**config.mk**
```make
export PLATFORM = sky130hd
export DESIGN_NAME = group_varint_word_decoder_unit
export DESIGN_NICKNAME = d
export VERILOG_FILES = /design/src/rtl/core/gvwd_pkg.sv /design/src/rtl/core/gvwd_decode.sv /design/src/rtl/core/group_varint_word_decoder_unit.sv
export VERILOG_INCLUDE_DIRS = /design/src /design/src/rtl/core
export SDC_FILE = /design/constraint.sdc
export NUM_CORES = 1
export LEC_CHECK = 0
export BUFFER_PORTS_ARGS = -buffer_cell sky130_fd_sc_hd__buf_4
export CORE_ASPECT_RATIO = 0.7
export CORE_MARGIN = 10
export CORE_UTILIZATION = 53
export DETAILED_ROUTE_END_ITERATION = 10
export PLACE_DENSITY = 0.77
export SLEW_MARGIN = 20
export SYNTH_ARGS = -nofsm -noshare
export SYNTH_HDL_FRONTEND = slang
export SYNTH_SLANG_ARGS = --single-unit
export TNS_END_PERCENT = 20
```
**constraint.sdc**
```tcl
create_clock -name clk -period 5.85 [get_ports clk]
set_input_delay 0.2925 -clock clk [delete_from_list [all_inputs] [get_ports clk]]
set_output_delay 0.2925 -clock clk [all_outputs]
set_load 0.05 [all_outputs]
```
**src/rtl/core/group_varint_word_decoder_unit_macros.svh**
```systemverilog
// Assertion macros shared by the group varint word decoder RTL.
// Depends on nothing; included by files that carry concurrent checks.
`ifndef GROUP_VARINT_WORD_DECODER_UNIT_MACROS_SVH
`define GROUP_VARINT_WORD_DECODER_UNIT_MACROS_SVH

// Same-cycle implication, checked at every rising edge outside reset.
`define GVWD_ASSERT_IMPL(label, clk, rst_n, ante, cons) \
    label: assert property (@(posedge clk) disable iff (!rst_n) (ante) |-> (cons)) \
        else $error("group varint decoder check failed");

// Next-cycle implication, checked at every rising edge outside reset.
`define GVWD_ASSERT_NEXT(label, clk, rst_n, ante, cons) \
    label: assert property (@(posedge clk) disable iff (!rst_n) (ante) |=> (cons)) \
        else $error("group varint decoder check failed");

`endif

```
**src/rtl/core/gvwd_pkg.sv**
```systemverilog
// Types, constants and helper functions of the group varint word decoder.
// Used by gvwd_decode and group_varint_word_decoder_unit; depends on nothing.
package gvwd_pkg;

    localparam int POSITION_BITS = 24;
    localparam int CFG_DATA_BITS = 32;
    localparam int CFG_ADDR_BITS = 3;
    localparam int COUNT_BITS    = 3;

    // Register indexes on the configuration port.
    localparam logic REG_STREAM_LENGTH = 1'b0;

    // Parse phase, one-hot.
    typedef enum logic [3:0] {
        PHASE_HEADER  = 4'b0001,
        PHASE_CONTROL = 4'b0010,
        PHASE_DATA    = 4'b0100,
        PHASE_TAIL    = 4'b1000
    } phase_t;

    // Decoder state carried from byte to byte.
    typedef struct packed {
        logic [POSITION_BITS-1:0] byte_position;
        logic [7:0]               tail_count;
        logic [7:0]               control_byte;
        logic [1:0]               word_in_group;
        logic [2:0]               bytes_left_in_word;
        phase_t                   parse_phase;
    } dec_state_t;

    // Results caused by one input byte: the first byte is the stored or raw
    // byte (0 for a control byte that ends the stream); others are zero fill.
    typedef struct packed {
        logic [7:0]            first_byte;
        logic [COUNT_BITS-1:0] count;
        logic                  format_error;
        logic                  stream_last;
    } bundle_t;

    // Number of stored bytes (1 to 4) of a word, most significant pair first.
    function automatic logic [2:0] stored_bytes(input logic [7:0] ctrl,
                                                input logic [1:0] word);
        logic [1:0] code;
        unique case (word)
            2'd0: code = ctrl[7:6];
            2'd1: code = ctrl[5:4];
            2'd2: code = ctrl[3:2];
            default: code = ctrl[1:0];
        endcase
        return {1'b0, code} + 3'd1;
    endfunction

endpackage

```
**src/rtl/core/gvwd_decode.sv**
```systemverilog
// Single-byte decode step of the group varint word decoder.
// Depends on gvwd_pkg for the state and result bundle types.
module gvwd_decode
(
    input  gvwd_pkg::dec_state_t                 cur_state,
    input  logic [7:0]                           in_byte,
    input  logic [gvwd_pkg::POSITION_BITS-1:0]   stream_length,
    output gvwd_pkg::dec_state_t                 next_state,
    output gvwd_pkg::bundle_t                    bundle
);

    localparam int PB = gvwd_pkg::POSITION_BITS;

    logic [PB-1:0] len;
    logic [PB:0]   tail_plus_two;
    logic [PB-1:0] body_end;
    logic          is_last;
    logic [2:0]    left_dec;
    logic [2:0]    fill;

    // Effective length, last-byte test and start of the raw tail.
    always_comb
    begin
        len           = (stream_length < PB'(2)) ? PB'(2) : stream_length;
        is_last       = (cur_state.byte_position >= (len - PB'(1)));
        tail_plus_two = {{(PB+1-8){1'b0}}, cur_state.tail_count} + (PB+1)'(2);
        body_end      = (tail_plus_two > {1'b0, len}) ? PB'(2) :
                        (len - {{(PB-8){1'b0}}, cur_state.tail_count});
    end

    // Phase update and the results this byte causes.
    always_comb
    begin
        next_state          = cur_state;
        bundle.first_byte   = in_byte;
        bundle.count        = '0;
        bundle.format_error = 1'b0;
        bundle.stream_last  = is_last;
        left_dec            = (cur_state.bytes_left_in_word != 3'd0) ?
                              (cur_state.bytes_left_in_word - 3'd1) : 3'd0;
        fill                = 3'd4 - gvwd_pkg::stored_bytes(cur_state.control_byte,
                                                            cur_state.word_in_group);

        if (cur_state.byte_position == PB'(0))
        begin
            next_state.parse_phase = gvwd_pkg::PHASE_HEADER;
        end
        else if (cur_state.byte_position == PB'(1))
        begin
            next_state.tail_count  = in_byte;
            next_state.parse_phase = gvwd_pkg::PHASE_CONTROL;
        end
        else if (cur_state.byte_position >= body_end)
        begin
            // Raw tail byte; an unfinished group is abandoned without fill.
            bundle.format_error    = (cur_state.parse_phase == gvwd_pkg::PHASE_DATA);
            next_state.parse_phase = gvwd_pkg::PHASE_TAIL;
            bundle.count           = 3'd1;
        end
        else if (cur_state.parse_phase != gvwd_pkg::PHASE_DATA)
        begin
            // Control byte opens a group of four words.
            next_state.control_byte       = in_byte;
            next_state.word_in_group      = 2'd0;
            next_state.bytes_left_in_word = gvwd_pkg::stored_bytes(in_byte, 2'd0);
            next_state.parse_phase        = gvwd_pkg::PHASE_DATA;
            if (is_last)
            begin
                bundle.format_error = 1'b1;
                bundle.count        = 3'd1;
                bundle.first_byte   = 8'd0;
            end
        end
        else
        begin
            // Stored data byte, followed by zero fill when the word completes.
            bundle.count                  = 3'd1;
            next_state.bytes_left_in_word = left_dec;
            if (left_dec == 3'd0)
            begin
                bundle.count = 3'd1 + fill;
                if (cur_state.word_in_group == 2'd3)
                begin
                    next_state.word_in_group = 2'd0;
                    next_state.parse_phase   = gvwd_pkg::PHASE_CONTROL;
                end
                else
                begin
                    next_state.word_in_group      = cur_state.word_in_group + 2'd1;
                    next_state.bytes_left_in_word = gvwd_pkg::stored_bytes(
                        cur_state.control_byte, cur_state.word_in_group + 2'd1);
                end
            end
            if (is_last && (next_state.parse_phase == gvwd_pkg::PHASE_DATA))
            begin
                bundle.format_error = 1'b1;
            end
        end

        // The end of a stream rearms the parser for the next one.
        if (is_last)
        begin
            next_state.byte_position      = '0;
            next_state.parse_phase        = gvwd_pkg::PHASE_HEADER;
            next_state.word_in_group      = 2'd0;
            next_state.bytes_left_in_word = 3'd0;
        end
        else
        begin
            next_state.byte_position = cur_state.byte_position + PB'(1);
        end
    end

endmodule

```
**src/rtl/core/group_varint_word_decoder_unit.sv**
```systemverilog
// Group varint word decoder: stream-in of compressed bytes, stream-out of bytes.
// Depends on gvwd_pkg, gvwd_decode and group_varint_word_decoder_unit_macros.svh.
//
// Usage:
//   Write stream_length (total compressed bytes, header included) over the APB
//   port at address 0 while the block is idle; pready is always high.
//   Feed the compressed stream one word per cycle on the s_axis channel. The
//   marker and tail-count header words produce nothing, nor does a control word
//   unless it ends the stream; each data or tail word gives one to four output
//   words on m_axis: the stored or raw byte, then any zero fill of a completed
//   word. m_axis_tlast marks the final output word of an input word, tuser bit 0
//   marks the end of the stream, tuser bit 1 a format error.
//   Latency: the first output word of an input word appears the cycle after
//   it is accepted. The decode step is one combinational pass into a result
//   bundle register, so one input word is taken every cycle as long as each
//   produces at most one output word and the receiver is ready; a word with
//   fill bytes holds the output channel until its last fill byte is taken, and
//   that single bundle register takes the next input word in that same cycle.
//   Reset sets stream_length to 2 and restarts at a stream header. When the
//   receiver stalls, the pending bundle holds and s_axis_tready drops only
//   once the bundle can not be drained in the current cycle.
`include "group_varint_word_decoder_unit_macros.svh"

module group_varint_word_decoder_unit
(
    input  logic                                clk,
    input  logic                                rst_n,
    // Configuration port
    input  logic                                psel,
    input  logic                                penable,
    input  logic                                pwrite,
    input  logic [gvwd_pkg::CFG_ADDR_BITS-1:0]  paddr,
    input  logic [gvwd_pkg::CFG_DATA_BITS-1:0]  pwdata,
    output logic [gvwd_pkg::CFG_DATA_BITS-1:0]  prdata,
    output logic                                pready,
    // Compressed input stream
    input  logic                                s_axis_tvalid,
    output logic                                s_axis_tready,
    input  logic [7:0]                          s_axis_tdata,   // [7:0] in_byte
    // Decompressed output stream
    output logic                                m_axis_tvalid,
    input  logic                                m_axis_tready,
    output logic [7:0]                          m_axis_tdata,   // [7:0] out_byte
    output logic                                m_axis_tlast,   // run_last
    output logic [1:0]                          m_axis_tuser    // [0] stream_done,
                                                                // [1] format_error
);

    localparam int PB = gvwd_pkg::POSITION_BITS;
    localparam int CB = gvwd_pkg::COUNT_BITS;

    logic [PB-1:0]        stream_length_reg;
    gvwd_pkg::dec_state_t state_reg;
    gvwd_pkg::dec_state_t state_next;
    gvwd_pkg::dec_state_t dec_next;
    gvwd_pkg::bundle_t    dec_bundle;
    gvwd_pkg::bundle_t    bundle_reg;
    logic                 bundle_valid_reg;
    logic [1:0]           index_reg;
    logic                 in_accept;
    logic                 out_accept;
    logic                 elem_last;
    logic                 drain;
    logic                 cfg_write;

    // Configuration register: writes decode on the register index bit only.
    assign pready    = 1'b1;
    assign cfg_write = psel && penable && pwrite && pready &&
                       (paddr[2] == gvwd_pkg::REG_STREAM_LENGTH);
    assign prdata    = (paddr[2] == gvwd_pkg::REG_STREAM_LENGTH) ?
                       {{(gvwd_pkg::CFG_DATA_BITS-PB){1'b0}}, stream_length_reg} : '0;

    always_ff @(posedge clk or negedge rst_n)
    begin
        if (!rst_n)
        begin
            stream_length_reg <= PB'(2);
        end
        else if (cfg_write)
        begin
            stream_length_reg <= pwdata[PB-1:0];
        end
    end

    // Decode step on the incoming word.
    gvwd_decode u_decode
    (
        .cur_state     (state_reg),
        .in_byte       (s_axis_tdata),
        .stream_length (stream_length_reg),
        .next_state    (dec_next),
        .bundle        (dec_bundle)
    );

    // Handshakes: the bundle register frees up in the cycle its last word leaves.
    assign elem_last     = ({1'b0, index_reg} + CB'(1)) == bundle_reg.count;
    assign out_accept    = m_axis_tvalid && m_axis_tready;
    assign drain         = out_accept && elem_last;
    assign s_axis_tready = !bundle_valid_reg || drain;
    assign in_accept     = s_axis_tvalid && s_axis_tready;
    assign state_next    = in_accept ? dec_next : state_reg;

    // Parser state.
    always_ff @(posedge clk or negedge rst_n)
    begin
        if (!rst_n)
        begin
            state_reg.byte_position      <= '0;
            state_reg.tail_count         <= '0;
            state_reg.control_byte       <= '0;
            state_reg.word_in_group      <= '0;
            state_reg.bytes_left_in_word <= '0;
            state_reg.parse_phase        <= gvwd_pkg::PHASE_HEADER;
        end
        else
        begin
            state_reg <= state_next;
        end
    end

    // Result bundle register and the index of the word being offered.
    always_ff @(posedge clk or negedge rst_n)
    begin
        if (!rst_n)
        begin
            bundle_valid_reg <= 1'b0;
            index_reg        <= '0;
        end
        else if (in_accept && (dec_bundle.count != '0))
        begin
            bundle_valid_reg <= 1'b1;
            index_reg        <= '0;
        end
        else if (drain)
        begin
            bundle_valid_reg <= 1'b0;
            index_reg        <= '0;
        end
        else if (out_accept)
        begin
            index_reg <= index_reg + 2'd1;
        end
    end

    always_ff @(posedge clk)
    begin
        if (in_accept && (dec_bundle.count != '0))
        begin
            bundle_reg <= dec_bundle;
        end
    end

    // Output word: the first carries the data byte, the rest are zero fill.
    assign m_axis_tvalid   = bundle_valid_reg;
    assign m_axis_tdata    = (index_reg == 2'd0) ? bundle_reg.first_byte : 8'd0;
    assign m_axis_tlast    = elem_last;
    assign m_axis_tuser[0] = elem_last && bundle_reg.stream_last;
    assign m_axis_tuser[1] = bundle_reg.format_error;

    // Checks on the bundle bookkeeping.
    `GVWD_ASSERT_IMPL(a_bundle_nonempty, clk, rst_n, bundle_valid_reg, bundle_reg.count != '0)
    `GVWD_ASSERT_IMPL(a_index_in_range, clk, rst_n, bundle_valid_reg, (({1'b0, index_reg}) < bundle_reg.count))
    `GVWD_ASSERT_IMPL(a_ready_when_empty, clk, rst_n, !bundle_valid_reg, s_axis_tready)
    `GVWD_ASSERT_NEXT(a_header_silent, clk, rst_n,
                      in_accept && (state_reg.byte_position < PB'(2)) && !bundle_valid_reg,
                      !bundle_valid_reg)

endmodule

```
==> impl_metrics.tcl <==
set metrics [dict create \
    fill_cells 948 \
    whs_ns 0.0674 \
    ff2ff_setup_slack_ns 0.1 \
    cts_num_sinks 89 \
    synthAdderAreaFrac 0.146 \
    relSlewSlack 0.317 \
    drive_gt1_frac 0.234 \
    r2r_cells 26 \
    cts_tree "done" \
    crit_start "stream_length_reg[14]" \
    hold_path.class "input pin to async pin" \
    synthCells 765 \
    dpl.hpwl_mm 15.0 \
    synth_edf_count 13 \
    first_iter_violations 604 \
    finalMaxSlewViolations 0 \
    cap_violations 0 \
    route.detailed.drc 0 \
    rsz0062_at_grt "yes" \
    largest_reg_flops 49 \
    clockRootBuffer "clkbuf_16" \
    finalClockSkew_ns 0.00773 \
    yosysMostFrequentCell "ha_1" \
    die_h_um 116 \
    htreeDepth 3 \
    vias_per_cell 5.96 \
    port_buffers 76 \
    die_w_um 156 \
    synthesis.area_um2 6910 \
    grt_max_degree 77 \
    synth_area_per_cell_um2 9.03 \
    async_flop_share 0.854 \
    area_growth_pct 21.2 \
    drt_first_pass_iters 8 \
    power_leakage_nw 3.91 \
    r2r_start "stream_length_reg[14]" \
    place.gp.congestion 0.910 \
    clk_pin_slew_ns 0.07 \
    netlist.area_leader.share 0.268 \
    row_count 34 \
    worst_slew_pin_slew_ns 1.01 \
    synth_compound_area_frac 0.113 \
    cts.path.max_buffers 2 \
    synth_cell_types 59 \
    timing_hold_violations_final 0 \
    grt_pass1_vias 6323 \
    initial_utilization 0.548 \
    ys_ff_latch 89 \
    wire_per_inst_um 18.9 \
    synth_xor_area_frac 0.0761 \
    start_kind "flip-flop" \
    design_area_um2 8370 \
    required_ns 6.09 \
    endpoint_kind "flip-flop" \
    critPathCapture "state_reg[10]" \
    critPathKind "flip-flop to flip-flop" \
    seqCellArea_um2 2290 \
    yosys-top-cells-count "ha_1, nand2_1, dfrtp_1" \
    power_w 0.00366 \
    p_per_area_nw_per_um2 438 \
    antenna_cells 0 \
    synthTopCellsByArea "dfrtp_1, ha_1, edfxtp_1" \
    synth_top_family_by_area "simple AND/OR/NAND/NOR gates" \
    synth_mux_area_frac 0.0641 \
    path_max_fanout 8 \
    layout_min_cycle_time_ns 5.75 \
    core_area_um2 12600 \
    max_freq_ghz 0.174 \
    finalCritPeriodShare 0.983 \
    grt_overflow_total 0 \
    outcome "complete, no violations" \
    synthSimpleGateAreaFrac 0.221 \
    clock_latency_ns 0.35 \
    yosys.area.top_type "dfrtp_1" \
    ant_nets 0 \
    ys_seq_area_frac 0.332 \
    synthFlopType "dfrtp_1" \
    grt_antenna_before_repair 0 \
    multi_input_area_um2 4440 \
    arrival_ns 5.99 \
    cts_buffers 9 \
    ir_worst_vdd_v 0.000345 \
    reg2reg_to "state_reg[10]" \
    top_level_ports 96 \
    synth_warnings 0 \
    grt_first_pass_wirelength_mm 32.2 \
    vias 6195 \
    layout.nets 1002 \
    grt_usage 0.218 \
    wl_mm 19.6 \
    finalSetupViolCount 0 \
    dpl_cell_area_um2 7880 \
    die_area_um2 18100 \
]
==> metal layers <==
metal | up-vias | GRT usage | part of all wire
met5 | - | 0 | 0
met4 | 0 | 0.0746 | 0.024
met3 | 45 | 0.0504 | 0.086
met2 | 258 | 0.340 | 0.44
met1 | 2990 | 0.293 | 0.45
li1 | 2902 | - | -
==> worst min-delay path by stage <==
stage | endpoint | slack, ns | depth (start not counted) | from
after floorplan | index_reg[0] | -0.003 | 0 | rst_n
final | m_axis_tvalid | 0.07 | 1 | rst_n
after detailed placement | state_reg[9] | 0.50 | 1 | state_reg[9]
after CTS | m_axis_tvalid | 0.14 | 1 | rst_n
after global placement | state_reg[2] | 0.48 | 2 | state_reg[2]
after global routing | index_reg[0] | 0.17 | 1 | rst_n
==> per-stage QoR <==
step / std cells / util / TNS [ns] / setup slack (ns)
after floorplan: 772 / - / 0 / 0.0291
after global placement: 1016 / 0.626 / 0 / 0.00808
after detailed placement: 1016 / 0.626 / -2.57 / -0.134
after CTS: 1038 / 0.662 / 0 / 0.0224
after global routing: 1039 / 0.665 / -1.17 / -0.101
final: 1039 / 0.665 / 0 / 0.0981
==> critical path: stages (launching register included) <==
cell and delay, ns:
dfrtp_1 0.37, or4_4 0.57, nor4_4 0.17, nand2b_1 0.13
or3_4 0.35, o21ai_4 0.19, ha_4 0.16, inv_2 0.03
fa_2 0.33, a21o_1 0.18, a211oi_2 0.24, o21bai_2 0.10
a211oi_2 0.18, buf_4 0.20, nand3_2 0.11, xnor2_2 0.17
nand2_1 0.08, ha_1 0.31, nand4_1 0.16, nor4_2 0.36
nand4_1 0.13, o211ai_1 0.24, buf_4 0.18, nand2b_4 0.15
nor2_4 0.05, buf_12 0.17, mux2_4 0.29
==> cells in the final DEF, fill, tap and decap left out, drive strengths merged, types with 8 or more instances in the layout <==
cell type | synthesis | routed
a21o | 10 | 10
a21oi | 26 | 26
and2 | 21 | 21
and3 | 11 | 11
buf | 15 | 127
clkbuf | 23 | 14
conb | 2 | 9
dfrtp | 74 | 74
edfxtp | 13 | 13
ha | 79 | 79
inv | 32 | 32
mux2 | 34 | 34
nand2 | 78 | 78
nand2b | 8 | 8
nand3 | 30 | 30
nand4 | 16 | 16
nor2 | 72 | 72
nor2b | 23 | 23
nor3 | 18 | 18
nor4 | 12 | 12
o21ai | 39 | 39
xnor2 | 36 | 36
xor2 | 24 | 24
==> area by class of cell <==
cell class                      count  area share
Multi-Input combinational cell    613       0.530
Clock inverter                      2     0.00718
Sequential cell                    89       0.274
Timing Repair Buffer              127       0.117
Clock buffer                       14      0.0327
Inverter                           32      0.0144
Tap cell                          162      0.0242
==> logic make-up after synthesis <==
family,after synthesis
and+or+nand+nor,306
AOI/OAI and AO/OA,118
DFF,89
adders and majority gates,80
buffers and inverters,70
xor gates and xnor gates,60
muxes,40
other,2
==> where the power goes <==
| group | leakage (nW) | switching [W] | total, W | internal (W) |
|---|---|---|---|---|
| combinational | 2.68 | 0.00120 | 0.00205 | 0.000849 |
| sequential | 1.07 | 0.000162 | 0.000963 | 0.000801 |
| clock | 0.163 | 0.000241 | 0.000650 | 0.000410 |
==> timing repair <==
item / 4_1_cts / 5_1_grt
buffers inserted: 6 / 1
endpoints found under the hold margin: 0 / 0
endpoints found under the setup margin: 39 / 44
pin swaps: 18 / 14
cloned: 0 / 0
resized for setup: 14 / 6
hold buffers: 0 / 0
No activity file was read; power rests on OpenSTA's default activity.
